`config.mk`:
```
export PLATFORM = sky130hd
export DESIGN_NAME = mouse_input_report_engine_top
export DESIGN_NICKNAME = d
export VERILOG_FILES = /design/src/rtl/mire_pkg.sv /design/src/rtl/mire_front.sv /design/src/rtl/mire_queue.sv /design/src/rtl/mire_back.sv /design/src/rtl/mouse_input_report_engine_top.sv
export SDC_FILE = /design/constraint.sdc
export NUM_CORES = 1
export LEC_CHECK = 0
export BUFFER_PORTS_ARGS = -buffer_cell sky130_fd_sc_hd__clkbuf_2
export CORE_MARGIN = 1.5
export CORE_UTILIZATION = 40
export CTS_CLUSTER_DIAMETER = 60
export CTS_CLUSTER_SIZE = 14
export DETAILED_ROUTE_END_ITERATION = 12
export SLEW_MARGIN = 20
export SYNTH_ARGS = -nofsm -noshare
export SYNTH_HDL_FRONTEND = slang
export SYNTH_SLANG_ARGS = --single-unit
export TNS_END_PERCENT = 50
```
`constraint.sdc`:
```
create_clock -name clock -period 4.53 [get_ports clock]
set_input_delay 0.906 -clock clock [delete_from_list [all_inputs] [get_ports clock]]
set_output_delay 0.906 -clock clock [all_outputs]
set_load 0.01 [all_outputs]
```
`src/rtl/mire_pkg.sv`:
```
// ----------------------------------------------------------------------------
// mire_pkg
// Types and constants of the mouse input report engine.
// ----------------------------------------------------------------------------
package mire_pkg;

   localparam int NUM_BUTTONS = 6;
   localparam int LEVEL_W     = 6;
   localparam int EDGE_W      = 4;
   localparam int EXT_W       = (NUM_BUTTONS > LEVEL_W) ? NUM_BUTTONS : LEVEL_W;
   localparam int REPORT_W    = 5;
   localparam int CNT_W       = 8;
   localparam int MOTION_W    = 16;
   localparam int WHEEL_W     = 8;
   localparam int REQ_W       = 48;
   localparam int RSP_W       = 56;

   localparam logic [7:0] EDGE_IGNORE_MASK = 8'b0011_0000;
   localparam logic [7:0] REPORT_MASK      = 8'b0001_1111;
   localparam logic [7:0] BUTTON_MASK      = 8'b0011_1111;
   localparam logic [CNT_W-1:0] DEBOUNCE_RESET = 8'd32;

   // one classified tick, passed from front to back
   typedef struct packed {
      logic [LEVEL_W-1:0]        dbncd;
      logic                      changed;
      logic                      busy;
      logic signed [1:0]         scroll;
      logic signed [MOTION_W-1:0] dx;
      logic signed [MOTION_W-1:0] dy;
   } cls_type;

endpackage

```
`src/rtl/mire_front.sv`:
```
// ----------------------------------------------------------------------------
// mire_front
// Accepts ticks, decodes the wheel and debounces button releases.
// ----------------------------------------------------------------------------
module mire_front (
   input  logic                          clock,
   input  logic                          reset,
   input  logic                          req_tvalid,
   output logic                          req_tready,
   input  logic [mire_pkg::REQ_W-1:0]    req_tdata,
   input  logic                          csr_we,
   input  logic [mire_pkg::CNT_W-1:0]    csr_wdata,
   input  logic                          q_full,
   output logic                          push,
   output mire_pkg::cls_type             cls
);

   logic [mire_pkg::CNT_W-1:0]   dbt_ff;
   logic [mire_pkg::LEVEL_W-1:0] prev_ff, prev_in;
   logic [mire_pkg::CNT_W-1:0]   cnt_ff [mire_pkg::NUM_BUTTONS];
   logic [mire_pkg::CNT_W-1:0]   cnt_in [mire_pkg::NUM_BUTTONS];
   logic                         wsame_ff, wsame_in;
   logic                         wdiff_ff, wdiff_in;

   logic [mire_pkg::LEVEL_W-1:0] levels;
   logic [mire_pkg::EDGE_W-1:0]  edges;
   logic                         wa, wb;
   logic [mire_pkg::EXT_W-1:0]   lev_ext, edge_ext, prev_ext, unpressed, dbn;
   logic signed [1:0]            scroll;

   assign req_tready = !q_full;
   assign push       = req_tvalid && req_tready;

   assign levels = req_tdata[5:0];
   assign edges  = req_tdata[9:6];
   assign wa     = req_tdata[10];
   assign wb     = req_tdata[11];

   always_comb begin
      wsame_in = wsame_ff;
      wdiff_in = wdiff_ff;
      scroll   = 2'sd0;
      if (wa != wb) begin
         wdiff_in = wa;
      end else if (wa != wsame_ff) begin
         scroll   = (wa ^ wdiff_ff) ? 2'sd1 : -2'sd1;
         wsame_in = wa;
      end

      lev_ext   = mire_pkg::EXT_W'(levels);
      edge_ext  = mire_pkg::EXT_W'(edges);
      prev_ext  = mire_pkg::EXT_W'(prev_ff);
      unpressed = lev_ext & (~edge_ext | mire_pkg::EXT_W'(mire_pkg::EDGE_IGNORE_MASK));
      dbn       = '0;
      for (int i = 0; i < mire_pkg::NUM_BUTTONS; i++) begin
         if (prev_ext[i] && unpressed[i]) begin
            cnt_in[i] = cnt_ff[i] + 1'b1;
            dbn[i]    = (cnt_in[i] < dbt_ff);
         end else begin
            cnt_in[i] = '0;
            dbn[i]    = !unpressed[i];
         end
      end
      prev_in = dbn[mire_pkg::LEVEL_W-1:0] & mire_pkg::BUTTON_MASK[mire_pkg::LEVEL_W-1:0];

      cls.dbncd   = prev_in;
      cls.busy    = req_tdata[44];
      cls.scroll  = scroll;
      cls.dx      = req_tdata[27:12];
      cls.dy      = req_tdata[43:28];
      cls.changed = ((prev_in & mire_pkg::REPORT_MASK[mire_pkg::LEVEL_W-1:0]) !=
                     (prev_ff & mire_pkg::REPORT_MASK[mire_pkg::LEVEL_W-1:0]))
                    || (cls.dx != '0) || (cls.dy != '0) || (scroll != 2'sd0);
   end

   always_ff @(posedge clock) begin
      if (reset) begin
         dbt_ff   <= mire_pkg::DEBOUNCE_RESET;
         prev_ff  <= '0;
         wsame_ff <= 1'b0;
         wdiff_ff <= 1'b0;
         for (int i = 0; i < mire_pkg::NUM_BUTTONS; i++) begin
            cnt_ff[i] <= '0;
         end
      end else begin
         if (csr_we) begin
            dbt_ff <= csr_wdata;
         end
         if (push) begin
            prev_ff  <= prev_in;
            wsame_ff <= wsame_in;
            wdiff_ff <= wdiff_in;
            for (int i = 0; i < mire_pkg::NUM_BUTTONS; i++) begin
               cnt_ff[i] <= cnt_in[i];
            end
         end
      end
   end

endmodule

```
`src/rtl/mire_queue.sv`:
```
// ----------------------------------------------------------------------------
// mire_queue
// Two-entry queue of classified ticks between front and back.
// ----------------------------------------------------------------------------
module mire_queue (
   input  logic              clock,
   input  logic              reset,
   input  logic              push,
   input  mire_pkg::cls_type wr_data,
   output logic              full,
   input  logic              pop,
   output logic              rd_valid,
   output mire_pkg::cls_type rd_data
);

   mire_pkg::cls_type slot_ff [2];
   logic              wr_ptr_ff, rd_ptr_ff;
   logic [1:0]        count_ff;

   assign full     = (count_ff == 2'd2);
   assign rd_valid = (count_ff != 2'd0);
   assign rd_data  = slot_ff[rd_ptr_ff];

   always_ff @(posedge clock) begin
      if (push) begin
         slot_ff[wr_ptr_ff] <= wr_data;
      end
   end

   always_ff @(posedge clock) begin
      if (reset) begin
         wr_ptr_ff <= 1'b0;
         rd_ptr_ff <= 1'b0;
         count_ff  <= 2'd0;
      end else begin
         if (push) begin
            wr_ptr_ff <= !wr_ptr_ff;
         end
         if (pop) begin
            rd_ptr_ff <= !rd_ptr_ff;
         end
         count_ff <= count_ff + {1'b0, push} - {1'b0, pop};
      end
   end

endmodule

```
`src/rtl/mire_back.sv`:
```
// ----------------------------------------------------------------------------
// mire_back
// Accumulates buttons, motion and scroll into the report; drives results.
// ----------------------------------------------------------------------------
module mire_back (
   input  logic                       clock,
   input  logic                       reset,
   input  logic                       q_valid,
   input  mire_pkg::cls_type          q_data,
   output logic                       pop,
   output logic                       rsp_tvalid,
   input  logic                       rsp_tready,
   output logic [mire_pkg::RSP_W-1:0] rsp_tdata
);

   logic [mire_pkg::REPORT_W-1:0]   pend_ff, pend_in, sent_ff, sent_in, dmask;
   logic [mire_pkg::MOTION_W-1:0]   sx_ff, sx_in, sy_ff, sy_in;
   logic [mire_pkg::WHEEL_W-1:0]    sw_ff, sw_in;
   logic                            kill, load, commit;
   logic                            valid_ff;
   logic [mire_pkg::RSP_W-1:0]      data_ff, data_in;

   assign pop        = q_valid && (!valid_ff || rsp_tready);
   assign commit     = pop && q_data.changed;
   assign rsp_tvalid = valid_ff;
   assign rsp_tdata  = data_ff;
   assign dmask      = q_data.dbncd[mire_pkg::REPORT_W-1:0] &
                       mire_pkg::REPORT_MASK[mire_pkg::REPORT_W-1:0];

   always_comb begin
      sent_in = sent_ff;
      kill    = 1'b0;
      if (q_data.busy) begin
         kill    = q_data.changed;
         pend_in = pend_ff;
         sx_in   = sx_ff;
         sy_in   = sy_ff;
         sw_in   = sw_ff;
      end else begin
         sent_in = pend_ff;
         pend_in = '0;
         sx_in   = '0;
         sy_in   = '0;
         sw_in   = '0;
      end
      pend_in = pend_in | dmask;
      sx_in   = sx_in + q_data.dx;
      sy_in   = sy_in + q_data.dy;
      sw_in   = sw_in + mire_pkg::WHEEL_W'(q_data.scroll);
      load    = q_data.changed && ((pend_in != sent_in) || (sx_in != '0) ||
                                   (sy_in != '0) || (sw_in != '0));
      data_in = '0;
      data_in[5:0] = q_data.dbncd;
      data_in[6]   = kill;
      data_in[7]   = load;
      if (load) begin
         data_in[12:8]  = pend_in;
         data_in[28:13] = sx_in;
         data_in[44:29] = sy_in;
         data_in[52:45] = sw_in;
      end
   end

   always_ff @(posedge clock) begin
      if (pop) begin
         data_ff <= data_in;
      end
   end

   always_ff @(posedge clock) begin
      if (reset) begin
         valid_ff <= 1'b0;
         pend_ff  <= '0;
         sent_ff  <= '0;
         sx_ff    <= '0;
         sy_ff    <= '0;
         sw_ff    <= '0;
      end else begin
         if (pop) begin
            valid_ff <= 1'b1;
         end else if (rsp_tready) begin
            valid_ff <= 1'b0;
         end
         if (commit) begin
            pend_ff <= pend_in;
            sent_ff <= sent_in;
            sx_ff   <= sx_in;
            sy_ff   <= sy_in;
            sw_ff   <= sw_in;
         end
      end
   end

endmodule

```
`src/rtl/mouse_input_report_engine_top.sv`:
```
// ----------------------------------------------------------------------------
// mouse_input_report_engine_top
// Mouse tick processor: release debounce, wheel decode, report accumulation.
// ----------------------------------------------------------------------------
// Each request beat is one sensor tick and yields exactly one response beat.
// A tick goes from request to response through the queue slot, written by the
// front stage, which debounces the buttons and decodes the wheel, and then the
// response register, loaded by the back stage, which merges into the report.
// A new tick is taken every cycle unless the queue is full; the two-entry queue
// between the stages and the response register let either side stall on its own.
module mouse_input_report_engine_top (
   input  logic                       clock,
   input  logic                       reset,
   input  logic                       req_tvalid,
   output logic                       req_tready,
   // button_levels[5:0], button_edges[9:6], wheel_a[10], wheel_b[11],
   // motion_x[27:12], motion_y[43:28], bank_busy[44], zero[47:45]
   input  logic [mire_pkg::REQ_W-1:0] req_tdata,
   output logic                       rsp_tvalid,
   input  logic                       rsp_tready,
   // debounced_buttons[5:0], kill_bank[6], report_load[7],
   // report_buttons[12:8], report_x[28:13], report_y[44:29],
   // report_wheel[52:45], zero[55:53]
   output logic [mire_pkg::RSP_W-1:0] rsp_tdata,
   input  logic                       csr_we,
   input  logic [mire_pkg::CNT_W-1:0] csr_wdata
);

   mire_pkg::cls_type f_cls, q_cls;
   logic              f_push, q_full, q_valid, b_pop;

   mire_front u_front (
      .clock      (clock),
      .reset      (reset),
      .req_tvalid (req_tvalid),
      .req_tready (req_tready),
      .req_tdata  (req_tdata),
      .csr_we     (csr_we),
      .csr_wdata  (csr_wdata),
      .q_full     (q_full),
      .push       (f_push),
      .cls        (f_cls)
   );

   mire_queue u_queue (
      .clock    (clock),
      .reset    (reset),
      .push     (f_push),
      .wr_data  (f_cls),
      .full     (q_full),
      .pop      (b_pop),
      .rd_valid (q_valid),
      .rd_data  (q_cls)
   );

   mire_back u_back (
      .clock      (clock),
      .reset      (reset),
      .q_valid    (q_valid),
      .q_data     (q_cls),
      .pop        (b_pop),
      .rsp_tvalid (rsp_tvalid),
      .rsp_tready (rsp_tready),
      .rsp_tdata  (rsp_tdata)
   );

endmodule

```
==> impl_metrics.csv <==
group,metric,value,unit
outcome,status,"finished clean",
logic_synthesis,synth_area_leaders,"edfxtp_1 (41%), dfxtp_1 (11%), ha_1 (8.1%)",
clock_network,clk_path_buf_depth,3,
clock_network,cts_buffers,29,
logic_synthesis,ys_types,68,
worst_setup_path,crit_path_end_kind,"flip-flop",
routing,wl_per_cell,17.19,µm
routing,first_pass_iters,5,
routing,vias_per_cell,5.207,
logic_synthesis,synth_top_cell_by_area,"edfxtp_1",
routing,drcViolationCount,0,
floorplanning,dieArea,0.03478,mm²
floorplanning,core_area,0.03336,mm²
global_routing,antenna_found_initial,10,
clock_network,cts_setup_buffers,0,
pwr,powerDensity,637.4,mW/mm²
place,gp_congestion,0.8870,
global_routing,grt_pass1_wl,50.41,mm
clock_network,clk_pin_slew,0.06,ns
finish,multi_input_area,0.006213,mm²
finish,seq_area,0.006998,mm²
global_routing,grt_max_degree,69,
pwr,power_frac_clock,0.230,
routing,wirelength,31.76,mm
routing,antenna_left,0,
worst_setup_path,critPathBufInv,1,
pwr,pwr-share-seq,0.361,
pwr,power_switching,3.742,mW
logic_synthesis,synth_most_common_cell,"edfxtp_1",
floorplanning,rows,67,
sta,min_period,4.239,ns
finish,fin_nets,1529,
worst_setup_path,path_cells,"mux2_2 > buf_4 > and2_1 > fa_1 > a211oi_1 > o21a_1 > a21oi_1 > o21ai_1 > nand4_1 > a2111o_1 > nor4_4 > nor3_1",
sta,fin_crit_sh,0.9358,
pwr,ir_drop,326.3,µV
clock_network,cts-root-buf,"clkbuf_16",
pwr,intPower,6.191,mW
global_routing,grt_overflow,0,
logic_synthesis,ys.warnings.count,0,
logic_synthesis,synth_async_sr_flop_share,0,
sta,setup_viol,0,
worst_setup_path,crit_path_top_delay_cell,"edfxtp_1",
logic_synthesis,ys_seq_area_frac,0.5195,
sta,rsz0062_at_grt,"false",
min_path,hp-class,"flip-flop to flip-flop",
logic_synthesis,synth-edff-count,185,
floorplanning,ios,119,
sta,slew_viol_final,0,
worst_setup_path,cp.required,4.83,ns
global_routing,grt_usage,0.1820,
clock_network,cts_tree,"done",
worst_setup_path,arrival,4.53,ns
sta,skew,0.01868,ns
logic_synthesis,ys_ff_latch,257,
sta,whs,0.4536,ns
routing,vias,9623,
logic_synthesis,avgSynthCellArea,10.78,µm²
worst_setup_path,cp_max_fo,13,
floorplanning,chipWidth,186.5,µm
logic_synthesis,syn-cell-area,0.01347,mm²
logic_synthesis,synth.top_cell.area_share,0.4125,
global_routing,grt_pass1_vias,9374,
place,portBuffers,112,
clock_network,insertion_delay,0.57,ns
worst_setup_path,crit_type,"flip-flop to flip-flop",
clock_network,cts_sinks,257,
clock_network,htreeDepth,1,
finish,area_growth,15.70,%
logic_synthesis,synth_cells,1249,
floorplanning,die_h,186.5,µm
sta,fmax,235.9,MHz
routing,drtIter0Drc,493,
worst_setup_path,cpLargestDelayFamily,"compound AO/OA/AOI/OAI gates",
floorplanning,start_util,0.4037,
logic_synthesis,synthFlopType,"edfxtp_1",
pwr,swShare,0.3768,
finish,drive_gt1_frac,0.1744,
place,hpwl,23.10,mm
pwr,total_leakage_power,6.155,nW
sta,max_slew_margin,0.3216,
logic_synthesis,ys_top_cells_by_count,"edfxtp_1 (185), nor2_1 (155), nand2_1 (103)",
sta,finalHoldViolCount,0,
run,max_cap_violations,0,
finish,fill_cells,3220,
sta,finalSetupTns,0,ns
sta,worst_slew_pin_slew,1.018,ns
worst_setup_path,startpoint_type,"flip-flop",
pwr,combPwrFrac,0.409,
worst_setup_path,slowest_delay,0.45,ns
## flip-flops by register name, indices dropped and copies added (netlist names), named ones only
name	flops
u_front.dbt_ff	8
u_back.pend_ff	5
u_queue.slot_ff	84
u_queue.wr_ptr_ff	1
u_queue.rd_ptr_ff	1
u_queue.count_ff	2
u_back.rsp_tvalid	1
u_back.sx_ff	16
u_front.wdiff_ff	1
u_back.sy_ff	16
u_back.sw_ff	8
u_front.wsame_ff	1
u_front.cnt_ff	48
u_back.rsp_tdata	53
u_back.sent_ff	5
u_front.prev_ext	6
## logic make-up after synthesis
logic type                 synth area share
adders and majority gates           0.08528
buffers and inverters               0.02192
DFF                                  0.5195
xor gates and xnor gates            0.04422
muxes                               0.04515
other                             0.0002784
AOI/OAI and AO/OA                    0.1163
and+or+nand+nor                      0.1673
## worst register-to-register path: stages (launching register included)
cell      delay (ns)
edfxtp_1        0.45
mux2_2          0.41
buf_4           0.23
and2_1          0.21
fa_1            0.46
a211oi_1        0.32
o21a_1          0.25
a21oi_1         0.18
o21ai_1         0.32
nand4_1         0.19
a2111o_1        0.41
nor4_4          0.45
nor3_1          0.10
## power groups by stage
stage               Clock [mW]  Combinational, mW  Sequential (mW)
floorplan                    0               2.63             3.72
global placement             0               4.02             3.62
detailed placement           0               4.05             3.63
CTS                       2.34               4.08             3.59
global route              2.42               4.51             3.65
finish                    2.29               4.06             3.58
## timing repair
action	in CTS	in global routing
hold buffers	0	0
endpoints found under the setup margin	0	6
gates resized for setup	0	1
## per-stage QoR
stage	std cells	setup slack, ns	total power, mW	instance area [µm²]	utilization
detailed placement	1795	0.1482	7.687	14660	0.4395
CTS	1847	0.1387	10.01	15580	0.4670
floorplan	1251	0.3289	6.349	13480	-
global route	1847	0.04279	10.58	15580	0.4670
global placement	1795	0.2347	7.640	14660	0.4395
finish	1848	0.2907	9.933	15580	0.4670
## worst paths after layout
check	startpoint	endpoint	slack, ns	cells past startpoint
max reg2reg	u_queue.slot_ff[1][34]	u_back.rsp_tdata[10]	0.29	12
min	u_back.sx_ff[0]	u_back.sx_ff[0]	0.45	2
min reg2reg	u_back.sx_ff[0]	u_back.sx_ff[0]	0.45	2
max	u_queue.slot_ff[1][34]	u_back.rsp_tdata[10]	0.29	12
## cell type report
cell class / count / share of cell area
clock inverters: 16 / 0.01052
inverters: 29 / 0.006986
multi-input cells: 921 / 0.3987
clock buffers: 36 / 0.04826
flip-flops and latches: 257 / 0.4491
diodes: 1 / 0.0001606
repair buffers: 140 / 0.05027
well taps: 448 / 0.03597
## cells in the final DEF, fill, tap and decap left out, types with 5 or more instances in the layout
master and instances:
edfxtp_1 185, nor2_1 154, clkbuf_2 112, nand2_1 102, ha_1 87, a21oi_1 81
dfxtp_1 71, nor2b_1 58, mux2_2 39, and2_1 39, o21ai_0 36, xnor2_1 36
xor2_1 32, nand3_1 31, inv_1 29, clkbuf_16 29, buf_4 27, nor3_1 20
a211oi_1 19, o21a_1 18, and3_1 12, nor4_1 11, mux2i_1 11, a21boi_0 9
a21o_1 9, o211ai_1 8, nand4_1 8, nand2b_1 7, a211o_1 7, clkbuf_1 7
o2111ai_1 6, a31oi_1 6, a22oi_1 6, inv_6 5, inv_8 5
## metal layers
metal | global-route usage | up-vias | share of wire
met4 | 0.04684 | 16 | 0.022
met2 | 0.2958 | 238 | 0.45
met1 | 0.2449 | 4512 | 0.46
met3 | 0.04269 | 67 | 0.059
met5 | 0 | - | 0.0036
li1 | - | 4790 | -
Power figures use the tool's default switching activity.
